File: config.mk
export PLATFORM = sky130hd
export DESIGN_NAME = crc8_framed_packet_receiver
export DESIGN_NICKNAME = d
export VERILOG_FILES = /design/src/hw/rtl/crcfr_pkg.sv /design/src/hw/rtl/crcfr_window.sv /design/src/hw/rtl/crcfr_emit.sv /design/src/hw/rtl/crc8_framed_packet_receiver.sv
export SDC_FILE = /design/constraint.sdc
export NUM_CORES = 1
export LEC_CHECK = 0
export ABC_AREA = 1
export BUFFER_PORTS_ARGS = -buffer_cell sky130_fd_sc_hd__buf_2
export CAP_MARGIN = 30
export CORE_UTILIZATION = 50
export DETAILED_ROUTE_END_ITERATION = 10
export PLACE_DENSITY = 0.76
export SLEW_MARGIN = 20
export SYNTH_ARGS = -nofsm -noshare
export SYNTH_HDL_FRONTEND = slang
export SYNTH_SLANG_ARGS = --single-unit
export TNS_END_PERCENT = 30
File: constraint.sdc
create_clock -name i_clk -period 16.7 [get_ports i_clk]
set_input_delay 3.34 -clock i_clk [delete_from_list [all_inputs] [get_ports i_clk]]
set_output_delay 3.34 -clock i_clk [all_outputs]
set_load 0.02 [all_outputs]
File: src/hw/rtl/crcfr_pkg.sv
// ============================================================================
// crcfr_pkg
// Shared widths, register codes, reset values and CRC-8 helpers for the
// framed packet receiver.
// ============================================================================
package crcfr_pkg;

    localparam int WORD_W  = 8;
    localparam int INDEX_W = 4;
    localparam int ADDR_W  = 3;
    localparam int DATA_W  = 32;

    localparam logic [WORD_W-1:0] CRC_POLY        = 8'h07;
    localparam logic [WORD_W-1:0] START_MARKER_RST = 8'hFF;
    localparam logic [WORD_W-1:0] END_MARKER_RST   = 8'hDD;

    localparam logic REG_START_MARKER = 1'b0;
    localparam logic REG_END_MARKER   = 1'b1;

    typedef logic [WORD_W-1:0] t_word;

    function automatic t_word crc8_byte(input t_word crc, input t_word b);
        t_word v;
        v = crc ^ b;
        for (int k = 0; k < 8; k++) begin
            if (v[7]) begin
                v = {v[6:0], 1'b0} ^ CRC_POLY;
            end else begin
                v = {v[6:0], 1'b0};
            end
        end
        return v;
    endfunction

    // Columns of the map that advances a byte through n zero bytes.
    function automatic logic [8*WORD_W-1:0] crc8_cols(input int n);
        logic [8*WORD_W-1:0] cols;
        t_word               v;
        cols = '0;
        for (int j = 0; j < WORD_W; j++) begin
            v = t_word'(1) << j;
            for (int k = 0; k < n; k++) begin
                v = crc8_byte(v, '0);
            end
            cols[j*WORD_W +: WORD_W] = v;
        end
        return cols;
    endfunction

    function automatic t_word crc8_apply(input logic [8*WORD_W-1:0] cols,
                                         input t_word b);
        t_word acc;
        acc = '0;
        for (int j = 0; j < WORD_W; j++) begin
            if (b[j]) begin
                acc = acc ^ cols[j*WORD_W +: WORD_W];
            end
        end
        return acc;
    endfunction

endpackage

File: src/hw/rtl/crcfr_window.sv
// ============================================================================
// crcfr_window
// Sliding byte window with running CRC-8 and frame match on each new word.
// ============================================================================
module crcfr_window
    import crcfr_pkg::*;
#(
    parameter int PAYLOAD_LEN = 12
) (
    input  logic                          i_clk,
    input  logic                          i_rst_n,
    input  logic                          i_accept,
    input  t_word                         i_byte,
    input  t_word                         i_start_marker,
    input  t_word                         i_end_marker,
    output logic                          o_hit,
    output logic [PAYLOAD_LEN*WORD_W-1:0] o_payload
);

    localparam int WIN_LEN = PAYLOAD_LEN + 3;
    localparam int FILL_W  = $clog2(WIN_LEN + 1);
    localparam int OUT_POS = WIN_LEN - PAYLOAD_LEN;
    localparam logic [8*WORD_W-1:0] K_COLS = crc8_cols(PAYLOAD_LEN + 1);

    t_word              r_win [WIN_LEN];
    t_word              n_win [WIN_LEN];
    logic [FILL_W-1:0]  r_fill;
    logic [FILL_W-1:0]  n_fill;
    t_word              r_crc;
    t_word              r_crc_d1;
    t_word              n_crc;
    logic               full_next;

    always_comb begin
        for (int k = 0; k < WIN_LEN - 1; k++) begin
            n_win[k] = r_win[k+1];
        end
        n_win[WIN_LEN-1] = i_byte;
        n_fill = (r_fill == FILL_W'(WIN_LEN)) ? r_fill : r_fill + FILL_W'(1);
        n_crc  = crc8_byte(r_crc, i_byte) ^ crc8_apply(K_COLS, r_win[OUT_POS]);
    end

    assign full_next = (r_fill >= FILL_W'(WIN_LEN - 1));

    assign o_hit = i_accept && full_next
                && (i_byte == i_end_marker)
                && (r_win[1] == i_start_marker)
                && (r_crc_d1 == r_win[WIN_LEN-1]);

    always_comb begin
        for (int i = 0; i < PAYLOAD_LEN; i++) begin
            o_payload[i*WORD_W +: WORD_W] = r_win[i+2];
        end
    end

    always_ff @(posedge i_clk) begin
        if (!i_rst_n) begin
            for (int k = 0; k < WIN_LEN; k++) begin
                r_win[k] <= '0;
            end
            r_fill   <= '0;
            r_crc    <= '0;
            r_crc_d1 <= '0;
        end else if (i_accept) begin
            r_win    <= n_win;
            r_fill   <= n_fill;
            r_crc    <= n_crc;
            r_crc_d1 <= r_crc;
        end
    end

endmodule

File: src/hw/rtl/crcfr_emit.sv
// ============================================================================
// crcfr_emit
// Two frame slots: the active one streams payload words out, the pending one
// holds a second validated frame until the active run ends.
// ============================================================================
module crcfr_emit
    import crcfr_pkg::*;
#(
    parameter int PAYLOAD_LEN = 12
) (
    input  logic                          i_clk,
    input  logic                          i_rst_n,
    input  logic                          i_hit,
    input  logic [PAYLOAD_LEN*WORD_W-1:0] i_payload,
    input  logic                          i_stall,
    output logic                          o_busy,
    output logic                          o_valid,
    output t_word                         o_payload_byte,
    output logic [INDEX_W-1:0]            o_payload_index,
    output logic                          o_last_of_frame
);

    localparam int IDX_W = (PAYLOAD_LEN > 1) ? $clog2(PAYLOAD_LEN) : 1;
    localparam logic [IDX_W-1:0] LAST_IDX = IDX_W'(PAYLOAD_LEN - 1);

    logic                          r_act_v;
    logic                          n_act_v;
    logic [PAYLOAD_LEN*WORD_W-1:0] r_act_data;
    logic [PAYLOAD_LEN*WORD_W-1:0] n_act_data;
    logic [IDX_W-1:0]              r_idx;
    logic [IDX_W-1:0]              n_idx;
    logic                          r_pnd_v;
    logic                          n_pnd_v;
    logic [PAYLOAD_LEN*WORD_W-1:0] r_pnd_data;
    logic [PAYLOAD_LEN*WORD_W-1:0] n_pnd_data;
    logic                          out_acc;
    logic                          act_done;
    logic [IDX_W+INDEX_W-1:0]      idx_ext;

    assign out_acc  = r_act_v && !i_stall;
    assign act_done = out_acc && (r_idx == LAST_IDX);

    always_comb begin
        n_act_v    = r_act_v;
        n_act_data = r_act_data;
        n_idx      = r_idx;
        n_pnd_v    = r_pnd_v;
        n_pnd_data = r_pnd_data;
        if (out_acc) begin
            n_act_data = r_act_data >> WORD_W;
            n_idx      = r_idx + IDX_W'(1);
        end
        if (act_done) begin
            n_act_v = 1'b0;
            n_idx   = '0;
        end
        if (act_done && r_pnd_v) begin
            n_act_v    = 1'b1;
            n_act_data = r_pnd_data;
            n_pnd_v    = 1'b0;
        end
        if (i_hit) begin
            if (!n_act_v) begin
                n_act_v    = 1'b1;
                n_act_data = i_payload;
                n_idx      = '0;
            end else begin
                n_pnd_v    = 1'b1;
                n_pnd_data = i_payload;
            end
        end
    end

    always_ff @(posedge i_clk) begin
        if (!i_rst_n) begin
            r_act_v <= 1'b0;
            r_pnd_v <= 1'b0;
            r_idx   <= '0;
        end else begin
            r_act_v <= n_act_v;
            r_pnd_v <= n_pnd_v;
            r_idx   <= n_idx;
        end
    end

    always_ff @(posedge i_clk) begin
        r_act_data <= n_act_data;
        r_pnd_data <= n_pnd_data;
    end

    assign idx_ext         = {{INDEX_W{1'b0}}, r_idx};
    assign o_busy          = r_pnd_v;
    assign o_valid         = r_act_v;
    assign o_payload_byte  = r_act_data[WORD_W-1:0];
    assign o_payload_index = idx_ext[INDEX_W-1:0];
    assign o_last_of_frame = (r_idx == LAST_IDX);

endmodule

File: src/hw/rtl/crc8_framed_packet_receiver.sv
// ============================================================================
// crc8_framed_packet_receiver
// Takes one received word per cycle into a sliding window of PAYLOAD_LEN + 3
// words and checks it for a frame: start marker, PAYLOAD_LEN payload words,
// CRC-8 (poly 0x07, init 0, MSB first) over the payload, end marker. Each
// valid frame comes out as PAYLOAD_LEN words, index 0 first, last flag on the
// final word, one per cycle while i_stall is low. An input word is taken in
// each cycle with i_valid high and o_stall low and checked in the cycle it is
// taken; a frame that validates while another run is still streaming waits
// in a pending slot, and input stalls only while that slot is full. The
// markers sit at byte addresses 0 (start) and 4 (end) of the APB port and
// reset to 0xFF and 0xDD.
// ============================================================================
module crc8_framed_packet_receiver
    import crcfr_pkg::*;
#(
    parameter int PAYLOAD_LEN = 12
) (
    input  logic               i_clk,
    input  logic               i_rst_n,
    input  logic               i_valid,
    output logic               o_stall,
    input  logic [WORD_W-1:0]  i_rx_byte,
    output logic               o_valid,
    input  logic               i_stall,
    output logic [WORD_W-1:0]  o_payload_byte,
    output logic [INDEX_W-1:0] o_payload_index,
    output logic               o_last_of_frame,
    input  logic               psel,
    input  logic               penable,
    input  logic               pwrite,
    input  logic [ADDR_W-1:0]  paddr,
    input  logic [DATA_W-1:0]  pwdata,
    output logic [DATA_W-1:0]  prdata,
    output logic               pready
);

    t_word                         r_start_marker;
    t_word                         r_end_marker;
    logic                          cfg_wr;
    logic                          in_acc;
    logic                          hit;
    logic [PAYLOAD_LEN*WORD_W-1:0] payload;

    assign pready = 1'b1;
    assign cfg_wr = psel && penable && pwrite && pready;

    always_ff @(posedge i_clk) begin
        if (!i_rst_n) begin
            r_start_marker <= START_MARKER_RST;
            r_end_marker   <= END_MARKER_RST;
        end else if (cfg_wr) begin
            unique case (paddr[2])
                REG_START_MARKER: r_start_marker <= pwdata[WORD_W-1:0];
                REG_END_MARKER:   r_end_marker   <= pwdata[WORD_W-1:0];
                default:          r_start_marker <= r_start_marker;
            endcase
        end
    end

    always_comb begin
        prdata = '0;
        unique case (paddr[2])
            REG_START_MARKER: prdata[WORD_W-1:0] = r_start_marker;
            REG_END_MARKER:   prdata[WORD_W-1:0] = r_end_marker;
            default:          prdata = '0;
        endcase
    end

    assign in_acc = i_valid && !o_stall;

    crcfr_window #(
        .PAYLOAD_LEN(PAYLOAD_LEN)
    ) u_window (
        .i_clk          (i_clk),
        .i_rst_n        (i_rst_n),
        .i_accept       (in_acc),
        .i_byte         (i_rx_byte),
        .i_start_marker (r_start_marker),
        .i_end_marker   (r_end_marker),
        .o_hit          (hit),
        .o_payload      (payload)
    );

    crcfr_emit #(
        .PAYLOAD_LEN(PAYLOAD_LEN)
    ) u_emit (
        .i_clk           (i_clk),
        .i_rst_n         (i_rst_n),
        .i_hit           (hit),
        .i_payload       (payload),
        .i_stall         (i_stall),
        .o_busy          (o_stall),
        .o_valid         (o_valid),
        .o_payload_byte  (o_payload_byte),
        .o_payload_index (o_payload_index),
        .o_last_of_frame (o_last_of_frame)
    );

`ifndef NO_ASSERTIONS
    a_pending_needs_active: assert property (@(posedge i_clk) disable iff (!i_rst_n)
        o_stall |-> o_valid)
        else $error("pending frame held with no active run");

    a_run_continues: assert property (@(posedge i_clk) disable iff (!i_rst_n)
        (o_valid && !i_stall && !o_last_of_frame) |=> o_valid)
        else $error("payload run ended before its last word");

    a_index_advances: assert property (@(posedge i_clk) disable iff (!i_rst_n)
        (o_valid && !i_stall && !o_last_of_frame) |=>
            (o_payload_index == INDEX_W'($past(o_payload_index) + INDEX_W'(1))))
        else $error("payload index did not advance by one");

    a_last_index: assert property (@(posedge i_clk) disable iff (!i_rst_n)
        (o_valid && o_last_of_frame) |-> (o_payload_index == INDEX_W'(PAYLOAD_LEN - 1)))
        else $error("last flag on wrong payload index");
`endif

endmodule

=== Word-level counts from Yosys, hierarchy flattened ===
Index checks and enable logic that the tools add are counted.

* Add/sub/neg operators: 2
* Multipliers: 0
* Div/mod/pow operators: 0
* $lt $le $gt $ge: 1
* Eq/ne operators: 5
* Shift-type cells: 0
* Multiplexer cells: 31
* Bitwise operators: 19
* Reduce and logical (&&, ||, !) cells: 16

{| class="wikitable"
|+ Operator list
! cell !! count
|-
| 96-bit two-way mux || 4
|-
| 8-bit two-way mux || 5
|-
| 8-bit == test || 3
|-
| 3-bit two-way mux || 8
|-
| 3-bit inverter || 8
|-
| 7-bit inverter || 3
|-
| 5-bit inverter || 4
|-
| 4-bit two-way mux || 4
|-
| 8-bit one-hot mux with 2 select lines || 1
|-
| 8-bit XOR || 2
|-
| 7-bit two-way mux || 2
|-
| 1-bit logical AND || 10
|-
| 4-bit by 1-bit adder with 4-bit output (second input constant) || 2
|-
| 4-bit == test (second input constant) || 2
|-
| 2-bit AND reduction || 4
|-
| 1-bit two-way mux || 6
|-
| 6-bit two-way mux || 1
|-
| 4-bit >= comparator (second input constant) || 1
|-
| 1-bit zero test || 2
|-
| 1-bit inverter || 2
|}

* Register bits: 346
* Latch bits: 0
* RAM bits: 0
* Bits in read-only memories: 0
* Input port bits: 50
* Output and inout bits: 48
* Memories: 0

=== Longest topological paths before layout ===
Gate-level depths: netlist of the first run.

* Depth after elaboration: 18
* Gate-level depth with buffers: 14
* Gate-level depth less buffers: 14

=== Cells and area by module ===
From an unflattened synthesis of the first run, not the netlist that was laid out.

* Cell total of the unflattened synthesis: 2,206
* Area, all modules: 16,324.4 um^2

{| class="wikitable"
|+ By module, submodules not included
! module !! instances !! cells an instance !! area an instance (um^2) !! seq. area each (um^2)
|-
| crcfr_emit || 1 || 1,173 || 9,052.4 || 4,924.7
|-
| crcfr_window || 1 || 900 || 6,361.1 || 2,642.5
|-
| crc8_framed_packet_receiver || 1 || 133 || 910.9 || 320.3
|}

=== Worst setup path before layout of the first run ===
Ideal clock, no wire load.

* Kind: in2reg
* Start point: input i_stall
* End point: register u_emit.r_pnd_data[0] (enable)
* Library setup time: 553 ps
* Data arrival time: 7,977 ps
* Setup slack: 8,170 ps
* Cell stages on the path: 6
* Path through: nor2_2 nand2_1 o21ai_0 buf_2 buf_2 nor2_1

* Longest elaborated chain between the ends: 6
* Elaborated cells on any way between the ends: 7

{| class="wikitable"
|+ RTL lines
! item !! line !! text
|-
| start: declaration || crc8_framed_packet_receiver.sv:25 || <nowiki>input logic i_stall,</nowiki>
|-
| 1-bit zero test * || crcfr_emit.sv:40 || <nowiki>assign out_acc = r_act_v && !i_stall;</nowiki>
|-
| 1-bit logical AND * || crcfr_emit.sv:40 ||
|-
| 1-bit logical AND * || crcfr_emit.sv:41 || <nowiki>assign act_done = out_acc && (r_idx == LAST_IDX);</nowiki>
|-
| 1-bit two-way mux or 1-bit logical AND (tied branches) || crcfr_emit.sv:53, crcfr_emit.sv:57 ||
|-
| 1-bit two-way mux * || crcfr_emit.sv:57 || <nowiki>if (act_done && r_pnd_v) begin</nowiki>
|-
| 2-bit AND reduction (no source line) * || n/a ||
|-
| end signal: assignment || crcfr_emit.sv:88 || <nowiki>r_pnd_data <= n_pnd_data;</nowiki>
|-
| end: declaration || crcfr_emit.sv:34 || <nowiki>logic [PAYLOAD_LEN*WORD_W-1:0] r_pnd_data;</nowiki>
|}

Mark *: on every way between the ends. The rest lies on a longest branch, timed or not.
A chain may end at the register's enable or synchronous reset.

=== Worst setup path in the final report of the first run ===
* Start point: input paddr[2]
* End point: output prdata[7]

* Longest elaborated chain between the ends: 2

{| class="wikitable"
|+ RTL lines
! item !! line !! text
|-
| start: declaration || crc8_framed_packet_receiver.sv:32 || <nowiki>input logic [ADDR_W-1:0] paddr,</nowiki>
|-
| 1-bit inverter (no source line) || n/a ||
|-
| 8-bit one-hot mux with 2 select lines * || crc8_framed_packet_receiver.sv:63 || <nowiki>unique case (paddr[2])</nowiki>
|-
| end: declaration || crc8_framed_packet_receiver.sv:34 || <nowiki>output logic [DATA_W-1:0] prdata,</nowiki>
|}

Marks and branches as above.

==> qor.log, run 1 <==
INFO  yosys          synth_compound_area_frac=0.181
INFO  setup_path     crit_path_end_kind=primary output
INFO  routing        antenna_violating_nets_post_route=0
INFO  timing         timing.final.max_slew_violations=0
INFO  flow_run       drv_cap=0
INFO  routing        detail_route.drc_violations=0
INFO  global_route   antenna_found_initial=0
INFO  yosys          synthAdderAreaFrac=0.00232
INFO  clocking       post_cts_buffers=0
INFO  layout         antenna-diode-count=0
INFO  outcome        outcome=completed
INFO  timing         worst_slack=9.34ns
INFO  layout         post_layout_inst_area=17,600um^2
INFO  clocking       cts_hold_fix_bufs=0
INFO  yosys          synth_mux_area_frac=0.000619
INFO  setup_path     crit_path_start_kind=input pin
INFO  global_route   track_usage=0.240
INFO  yosys          synth_edf_count=96
INFO  yosys          post_synth_most_frequent_cells=sky130_fd_sc_hd__nand2_1, sky130_fd_sc_hd__o21ai_0, sky130_fd_sc_hd__nor2_1
INFO  yosys          yosys.area_share.simple=0.223
INFO  timing         final_hold_viol_count=0
INFO  routing        dr.pass1.iters=5
INFO  global_route   grt_remaining_overflow=0
INFO  layout         num-fill-cells=2,881
INFO  timing         fin_setup_tns=0ns
INFO  timing         clock_skew=0.0178ns
INFO  yosys          netlist.area_leader.share=0.309
INFO  yosys          post_synth_inst_count=2,141
INFO  yosys          post_synth_main_area_contributors=sky130_fd_sc_hd__dfxtp_1, sky130_fd_sc_hd__edfxtp_1, sky130_fd_sc_hd__nand2_1
INFO  clocking       cts_root_buffer=sky130_fd_sc_hd__clkbuf_16
INFO  timing         slew-limit-headroom=0.389
INFO  floorplan      coreArea=31,700um^2
INFO  place          gp_routability_congestion=0.864
INFO  setup_path     worst_path_arrival_time=4.02ns
INFO  power          power.switching_fraction=0.250
INFO  timing         fmaxAchievable=136MHz
INFO  global_route   grt_pass1_vias=13,039
INFO  layout         drive_above_1_share=0.0644
INFO  power          combPwrFrac=0.097
INFO  place          dpl_cell_area=16,300um^2
INFO  timing         setup_violators_final=0
INFO  global_route   grt_max_degree=98
INFO  floorplan      initial_core_util=0.510
INFO  timing         worst_slew_pin_slew=0.913ns
INFO  clocking       cts_resized=0
INFO  clocking       htree_levels=2
INFO  floorplan      die_h=182um
INFO  clocking       clk_pin_slew=0.06ns
INFO  yosys          synth_area=16,200um^2
INFO  clocking       clkSinkCount=346
INFO  timing         timing.final.crit_share=0.441
INFO  setup_path     path_max_fanout=14
INFO  power          seq_power_share=0.488
INFO  yosys          synth_xor_area_frac=0.0217
INFO  clocking       cts_buffers=37
INFO  power          peakVddDrop=0.0705mV
INFO  setup_path     worstSetupStartpoint=paddr[2]
INFO  power          net-switching-power=0.476mW
INFO  floorplan      ioPinCount=98
INFO  hold_path      holdCritPathClass=reg2reg
INFO  setup_path     setup.worst_path.class=in2out
INFO  global_route   grt_first_pass_wirelength=64,900um
INFO  yosys          synth.ff_latch_count=346
INFO  power          total_leakage_power=7.54nW
INFO  yosys          yosysMostFrequentCell=sky130_fd_sc_hd__nand2_1
INFO  clocking       cts_tree=done
INFO  floorplan      die_area=33,100um^2
INFO  floorplan      die-width=182um
INFO  setup_path     r2r_setup_slack=12.82ns
INFO  power          clkPwrFrac=0.415
INFO  routing        post_drt_wl_per_cell=15.6um
INFO  yosys          yosys.area.top_type=sky130_fd_sc_hd__dfxtp_1
INFO  yosys          avgSynthCellArea=7.56um^2
INFO  routing        drt-vias-per-instance=5.44
INFO  clocking       clkLatencyLatePin=0.52ns
INFO  place          placement.io_buffers=46
INFO  power          p_per_area=108nW/um^2
INFO  setup_path     r2r_worst_path_depth=12
INFO  setup_path     critical_path_endpoint=prdata[7]
INFO  routing        drt_wl_total=39,500um
INFO  place          detailedPlacementHpwl=22,900um
INFO  yosys          postSynth.asyncResetShare=0
INFO  routing        num_vias=13,763
INFO  yosys          synth-main-ff-cell=sky130_fd_sc_hd__dfxtp_1
INFO  clocking       cts-root-to-sink-buffers=3
INFO  yosys          synth_top_family_by_area=simple AND/OR/NAND/NOR gates
INFO  layout         finish.utilization=0.554
INFO  floorplan      fp-row-count=65
INFO  yosys          synth_cell_type_count=38
INFO  routing        dr.first_iter.drc_count=1,271
INFO  timing         timing.final.crit_period=7.36ns
INFO  power          power.internal=1.42mW
INFO  setup_path     rr_endpoint=u_emit.r_act_data[69]
INFO  yosys          yosysSeqAreaShare=0.488
INFO  place          placement.setup.worst_slack=9.36ns
INFO  timing         setup_repair_after_global_routing_missed_its_margin=no
INFO  layout         area.growth.synth_to_final=8.59%
INFO  yosys          ys.warnings.count=0
INFO  layout         final_net_count=2,152
INFO  setup_path     regToRegStartpoint=u_emit.o_valid
INFO  setup_path     required_arrival_time_at_the_worst_endpoint=13.36ns
-- worst min-delay path by stage --
stage          slack (ns)  cells after the start                   start                     to
2_1_floorplan        0.41                      0  u_window.o_payload[12]  u_emit.r_pnd_data[12]
3_3_place_gp         0.46                      0  u_window.o_payload[17]  u_emit.r_pnd_data[17]
3_5_place_dp         0.46                      0   u_window.o_payload[8]   u_emit.r_pnd_data[8]
4_1_cts              0.47                      0  u_window.o_payload[61]  u_emit.r_pnd_data[61]
5_1_grt              0.49                      0   u_window.o_payload[8]   u_emit.r_pnd_data[8]
6_report             0.47                      0  u_window.o_payload[61]  u_emit.r_pnd_data[61]
-- power groups by stage --
stage / combinational, mW / sequential, mW / clock (mW)
2_1_floorplan: 0.149 / 0.934 / 0
3_3_place_gp: 0.177 / 0.942 / 0
3_5_place_dp: 0.182 / 0.943 / 0
4_1_cts: 0.184 / 0.926 / 0.800
5_1_grt: 0.214 / 0.930 / 0.836
6_report: 0.185 / 0.926 / 0.789
-- per-stage QoR --
step                power (mW)  hold WS [ns]  std cells
finish                    1.90         0.472       2529
global route              1.98         0.492       2529
CTS                       1.91         0.468       2526
detailed placement        1.13         0.456       2459
global placement          1.12         0.455       2458
floorplan                 1.08         0.406       2164
-- per-layer routing --
metal  vias to the layer above  wire length, um  track usage
li1                       6863                -            -
met1                      6420            17100        0.302
met2                       414            19000        0.418
met3                        66             2270       0.0317
met4                         0             1090       0.0891
met5                         -                0            0
-- cell families after synthesis --
kind of cell               Yosys count
DFF                                346
AOI/OAI and AO/OA                  541
and+or+nand+nor                    908
other                                2
xor gates and xnor gates            40
buffers and inverters              300
adders and majority gates            3
muxes                                1
-- placed cells by master, fill, tap and decap left out, drive strengths merged, types with 25 or more instances in the layout --
master  count
a21oi     122
conb       25
nand3      92
o21ai     336
inv       134
dfxtp     250
xor2       25
nor2      260
a21boi     80
buf        63
clkbuf     56
nand2     535
edfxtp     96
-- worst max-delay path: stages --
cell                      delay, ns
sky130_fd_sc_hd__buf_2         0.22
sky130_fd_sc_hd__inv_1         0.12
sky130_fd_sc_hd__o21ai_0       0.15
sky130_fd_sc_hd__buf_2         0.19
-- layout make-up --
class                   instances  area (um^2)  share of cell area
flip-flops and latches        346         7890               0.449
multi-input cells            1518         7080               0.403
clock buffers                  56         1110              0.0632
well taps                     402          503              0.0286
inverters                     133          502              0.0286
repair buffers                 63          425              0.0242
clock inverters                11         60.1             0.00342
-- registers in the layout (all words and copies together), names as in the netlist --
signal                  cells
u_emit.r_act_data          96
u_emit.r_pnd_data          96
u_window.o_payload         96
u_window.n_win             16
r_end_marker                8
r_start_marker              8
u_window.r_crc              8
u_window.r_crc_d1           8
u_emit.o_payload_index      4
u_window.r_fill             4
u_emit.o_busy               1
u_emit.o_valid              1
(Power assumes the default switching activity.)
==> inputs of run 2 (changes only) <==
Settings changed: ABC_AREA 1 to 0, PLACE_DENSITY 0.76 to 0.79.
Clock period 16.7 ns to 6.5 ns, I/O delays scaled along.
==> run 2 against run 1 <==
Compared with the run above: critical path depth is 3 higher; die area down 12%; power rose by 140%; critical path type is now in2reg; largest cell class unchanged; largest power group unchanged; highest routed layer unchanged.
==> qor.log, run 2 <==
INFO  timing         slew-limit-headroom=0.404 [was 0.389]
INFO  routing        num_vias=9,627 [was 13,763]
INFO  yosys          ys.warnings.count=0 [unchanged]
INFO  routing        post_drt_wl_per_cell=15.4um [was 15.6 um]
INFO  clocking       cts_tree=done [unchanged]
INFO  setup_path     crit_path_start_kind=input pin [unchanged]
INFO  setup_path     setup.worst_path.class=in2reg [was in2out]
INFO  floorplan      die-width=171um [was 182 um]
INFO  timing         fin_setup_tns=0ns [unchanged]
INFO  clocking       cts_root_buffer=sky130_fd_sc_hd__clkbuf_16 [unchanged]
INFO  routing        drt-vias-per-instance=5.34 [was 5.44]
INFO  place          placement.io_buffers=46 [unchanged]
INFO  global_route   antenna_found_initial=0 [unchanged]
INFO  clocking       cts_resized=0 [unchanged]
INFO  routing        drt_wl_total=27,800um [was 39,500 um]
INFO  floorplan      die_h=171um [was 182 um]
INFO  clocking       cts_hold_fix_bufs=0 [unchanged]
INFO  setup_path     worst_path_arrival_time=3.71ns [was 4.02 ns]
INFO  yosys          synth_mux_area_frac=0.144 [was 0.000619]
INFO  yosys          yosysMostFrequentCell=sky130_fd_sc_hd__nand2_1 [unchanged]
INFO  yosys          avgSynthCellArea=10.2um^2 [was 7.56 um^2]
INFO  power          fin_total_pwr=4.53mW [was 1.90 mW]
INFO  setup_path     cpPeakStageDelay=0.69ns [was 0.22 ns]
INFO  floorplan      ioPinCount=98 [unchanged]
INFO  setup_path     path_max_fanout=59 [was 14]
INFO  floorplan      initial_core_util=0.512 [was 0.510]
INFO  yosys          netlist.area_leader.share=0.350 [was 0.309]
INFO  place          detailedPlacementHpwl=16,000um [was 22,900 um]
INFO  outcome        outcome=completed [unchanged]
INFO  clocking       clk_pin_slew=0.06ns [about the same]
INFO  clocking       clkSinkCount=346 [unchanged]
INFO  timing         setup_repair_after_global_routing_missed_its_margin=no [unchanged]
INFO  setup_path     required_arrival_time_at_the_worst_endpoint=6.67ns [was 13.36 ns]
INFO  yosys          synth_xor_area_frac=0.0481 [was 0.0217]
INFO  yosys          synth_area=14,300um^2 [was 16,200 um^2]
INFO  routing        dr.first_iter.drc_count=635 [was 1,271]
INFO  yosys          synth_compound_area_frac=0.0897 [was 0.181]
INFO  timing         setup_violators_final=0 [unchanged]
INFO  global_route   grt_remaining_overflow=0 [unchanged]
INFO  global_route   grt_first_pass_wirelength=45,800um [was 64,900 um]
INFO  layout         area.growth.synth_to_final=9.84% [was 8.59%]
INFO  routing        antenna_violating_nets_post_route=0 [unchanged]
INFO  yosys          synth_top_family_by_area=multiplexers [was simple AND/OR/NAND/NOR gates]
INFO  setup_path     cp_num_buf_inv=3 [unchanged]
INFO  layout         drive_above_1_share=0.152 [was 0.0644]
INFO  routing        detail_route.drc_violations=0 [unchanged]
INFO  timing         fmaxAchievable=283MHz
INFO  floorplan      fp-row-count=61 [was 65]
INFO  yosys          post_synth_inst_count=1,408 [was 2,141]
INFO  setup_path     critical-path-slowest-cell=sky130_fd_sc_hd__inv_4 [was sky130_fd_sc_hd__buf_2]
INFO  timing         timing.final.max_slew_violations=0 [unchanged]
INFO  yosys          synth-main-ff-cell=sky130_fd_sc_hd__dfxtp_1 [unchanged]
INFO  routing        dr.pass1.iters=7 [was 5]
INFO  place          gp_routability_congestion=0.779 [was 0.864]
INFO  yosys          yosys.area.top_type=sky130_fd_sc_hd__dfxtp_1 [unchanged]
INFO  layout         antenna-diode-count=0 [unchanged]
INFO  power          p_per_area=289nW/um^2 [was 108 nW/um^2]
INFO  layout         mostFrequentLayoutCells=sky130_fd_sc_hd__nand2_1, sky130_fd_sc_hd__dfxtp_1, sky130_fd_sc_hd__a21oi_1, sky130_fd_sc_hd__mux2_2, sky130_fd_sc_hd__o21ai_0 [was sky130_fd_sc_hd__nand2_1, sky130_fd_sc_hd__o21ai_0, sky130_fd_sc_hd__nor2_1, sky130_fd_sc_hd__dfxtp_1, sky130_fd_sc_hd__inv_1]
INFO  hold_path      holdCritPathClass=reg2reg [unchanged]
INFO  power          peakVddDrop=0.191mV [was 0.0705 mV]
INFO  setup_path     critical-path-top-delay-family=buffers and inverters [unchanged]
INFO  layout         num-fill-cells=2,325 [was 2,881]
INFO  clocking       cts-root-to-sink-buffers=3 [unchanged]
INFO  floorplan      die_area=29,300um^2 [was 33,100 um^2]
INFO  setup_path     crit_path_end_kind=flip-flop [was primary output]
INFO  power          total_leakage_power=6.20nW [was 7.54 nW]
INFO  setup_path     path_cells=buf_2, xnor2_1, nand4_1, nor4_1, nand4b_1, inv_4, buf_4 [was buf_2, inv_1, o21ai_0, buf_2]
INFO  timing         final_hold_viol_count=0 [unchanged]
INFO  timing         timing.final.crit_share=0.544
INFO  yosys          yosys.area_share.simple=0.119 [was 0.223]
INFO  yosys          synthAdderAreaFrac=0.00263 [was 0.00232]
INFO  layout         final_net_count=1,455 [was 2,152]
INFO  flow_run       drv_cap=0 [unchanged]
INFO  yosys          yosysSeqAreaShare=0.552 [was 0.488]
INFO  clocking       clkLatencyLatePin=0.52ns [about the same]
INFO  yosys          post_synth_most_frequent_cells=sky130_fd_sc_hd__nand2_1, sky130_fd_sc_hd__dfxtp_1, sky130_fd_sc_hd__a21oi_1 [was sky130_fd_sc_hd__nand2_1, sky130_fd_sc_hd__o21ai_0, sky130_fd_sc_hd__nor2_1]
INFO  yosys          postSynth.asyncResetShare=0 [unchanged]
INFO  global_route   track_usage=0.192 [was 0.240]
INFO  yosys          synth_edf_count=96 [unchanged]
INFO  yosys          post_synth_main_area_contributors=sky130_fd_sc_hd__dfxtp_1, sky130_fd_sc_hd__edfxtp_1, sky130_fd_sc_hd__nand2_1 [unchanged]
INFO  global_route   grt_pass1_vias=9,340 [was 13,039]
INFO  floorplan      coreArea=27,900um^2 [was 31,700 um^2]
INFO  layout         mostFrequentLayoutCell=sky130_fd_sc_hd__nand2_1 [unchanged]
INFO  yosys          synth_cell_type_count=39 [was 38]
INFO  timing         worst_slew_pin_slew=0.894ns [was 0.913 ns]
INFO  clocking       cts_buffers=35 [was 37]
INFO  global_route   grt_max_degree=108 [was 98]
INFO  timing         timing.final.crit_period=3.53ns
INFO  clocking       post_cts_buffers=0 [unchanged]
INFO  clocking       htree_levels=2 [unchanged]
INFO  timing         clock_skew=0.0194ns [was 0.0178 ns]
INFO  yosys          synth.ff_latch_count=346 [unchanged]
## run 2: changes by cell type in the layout (fill, tap and decap cells not counted), moves of 8 or more
cell and delta:
sky130_fd_sc_hd__o21ai_1 -40, sky130_fd_sc_hd__inv_1 -125, sky130_fd_sc_hd__a21boi_0 -79, sky130_fd_sc_hd__mux2i_1 +87
sky130_fd_sc_hd__mux2_2 +104, sky130_fd_sc_hd__nand2_1 -164, sky130_fd_sc_hd__a22o_1 +8, sky130_fd_sc_hd__nand3_1 -73
sky130_fd_sc_hd__xor2_1 -16, sky130_fd_sc_hd__xnor2_1 +28, sky130_fd_sc_hd__xnor3_1 +8, sky130_fd_sc_hd__nor2_1 -245
sky130_fd_sc_hd__a21oi_1 +12, sky130_fd_sc_hd__o21ai_0 -197
## run 2: stage by stage
| stage | hold slack [ns] | cell area [um^2] | setup WS [ns] | utilization | cells |
|---|---|---|---|---|---|
| after floorplan | 0.409 | 14400 | 1.97 | - | 1431 |
| after global placement | 0.449 | 14600 | 2.57 | 0.523 | 1742 |
| after detailed placement | 0.454 | 14600 | 2.44 | 0.523 | 1742 |
| after CTS | 0.463 | 15700 | 2.95 | 0.561 | 1802 |
| after global routing | 0.490 | 15700 | 2.83 | 0.562 | 1803 |
| final | 0.461 | 15700 | 2.97 | 0.562 | 1803 |
## run 2: worst min-delay path, stage by stage (launching register included)
cell and delay (ns):
sky130_fd_sc_hd__dfxtp_1 0.32, sky130_fd_sc_hd__nand2_1 0.06, sky130_fd_sc_hd__a21oi_1 0.05
## run 2: cell families after synthesis
| logic type | count (synthesis) |
|---|---|
| buffers and inverters | 130 |
| xor gates and xnor gates | 62 |
| other | 2 |
| muxes | 192 |
| AOI/OAI and AO/OA | 246 |
| adders and majority gates | 3 |
| DFF | 346 |
| and+or+nand+nor | 427 |
## run 2: path summary, 6_finish.rpt
path                               start                      to  slack [ns]  cells after the start
hold / removal    u_window.o_payload[75]  u_window.o_payload[67]        0.46                      2
setup reg to reg       r_start_marker[2]   u_emit.r_pnd_data[58]        3.52                      6
hold reg to reg   u_window.o_payload[75]  u_window.o_payload[67]        0.46                      2
setup / recovery            i_rx_byte[2]   u_emit.r_pnd_data[58]        2.97                      7
## run 2: metal layers
| layer | vias to the layer above | GRT usage | wire length (um) |
|---|---|---|---|
| li1 | 4753 | - | - |
| met1 | 4644 | 0.246 | 12400 |
| met4 | 0 | 0.0520 | 534 |
| met2 | 187 | 0.337 | 13900 |
| met5 | - | 0 | 0 |
| met3 | 43 | 0.0273 | 965 |
## run 2: layout make-up
class / instances / area, um^2 / area share
clock buffer: 51 / 987 / 0.0629
clock inverter: 9 / 86.3 / 0.00550
inverter: 6 / 27.5 / 0.00175
multi-input combinational: 955 / 5880 / 0.375
sequential: 346 / 7890 / 0.502
tap: 378 / 473 / 0.0301
timing repair buffer: 58 / 353 / 0.0225
## run 2: report_power, final
group | leakage [nW] | switching (mW) | internal [mW]
combinational | 2.80 | 0.186 | 0.170
clock | 0.522 | 0.801 | 1.10
sequential | 2.88 | 0.0372 | 2.24
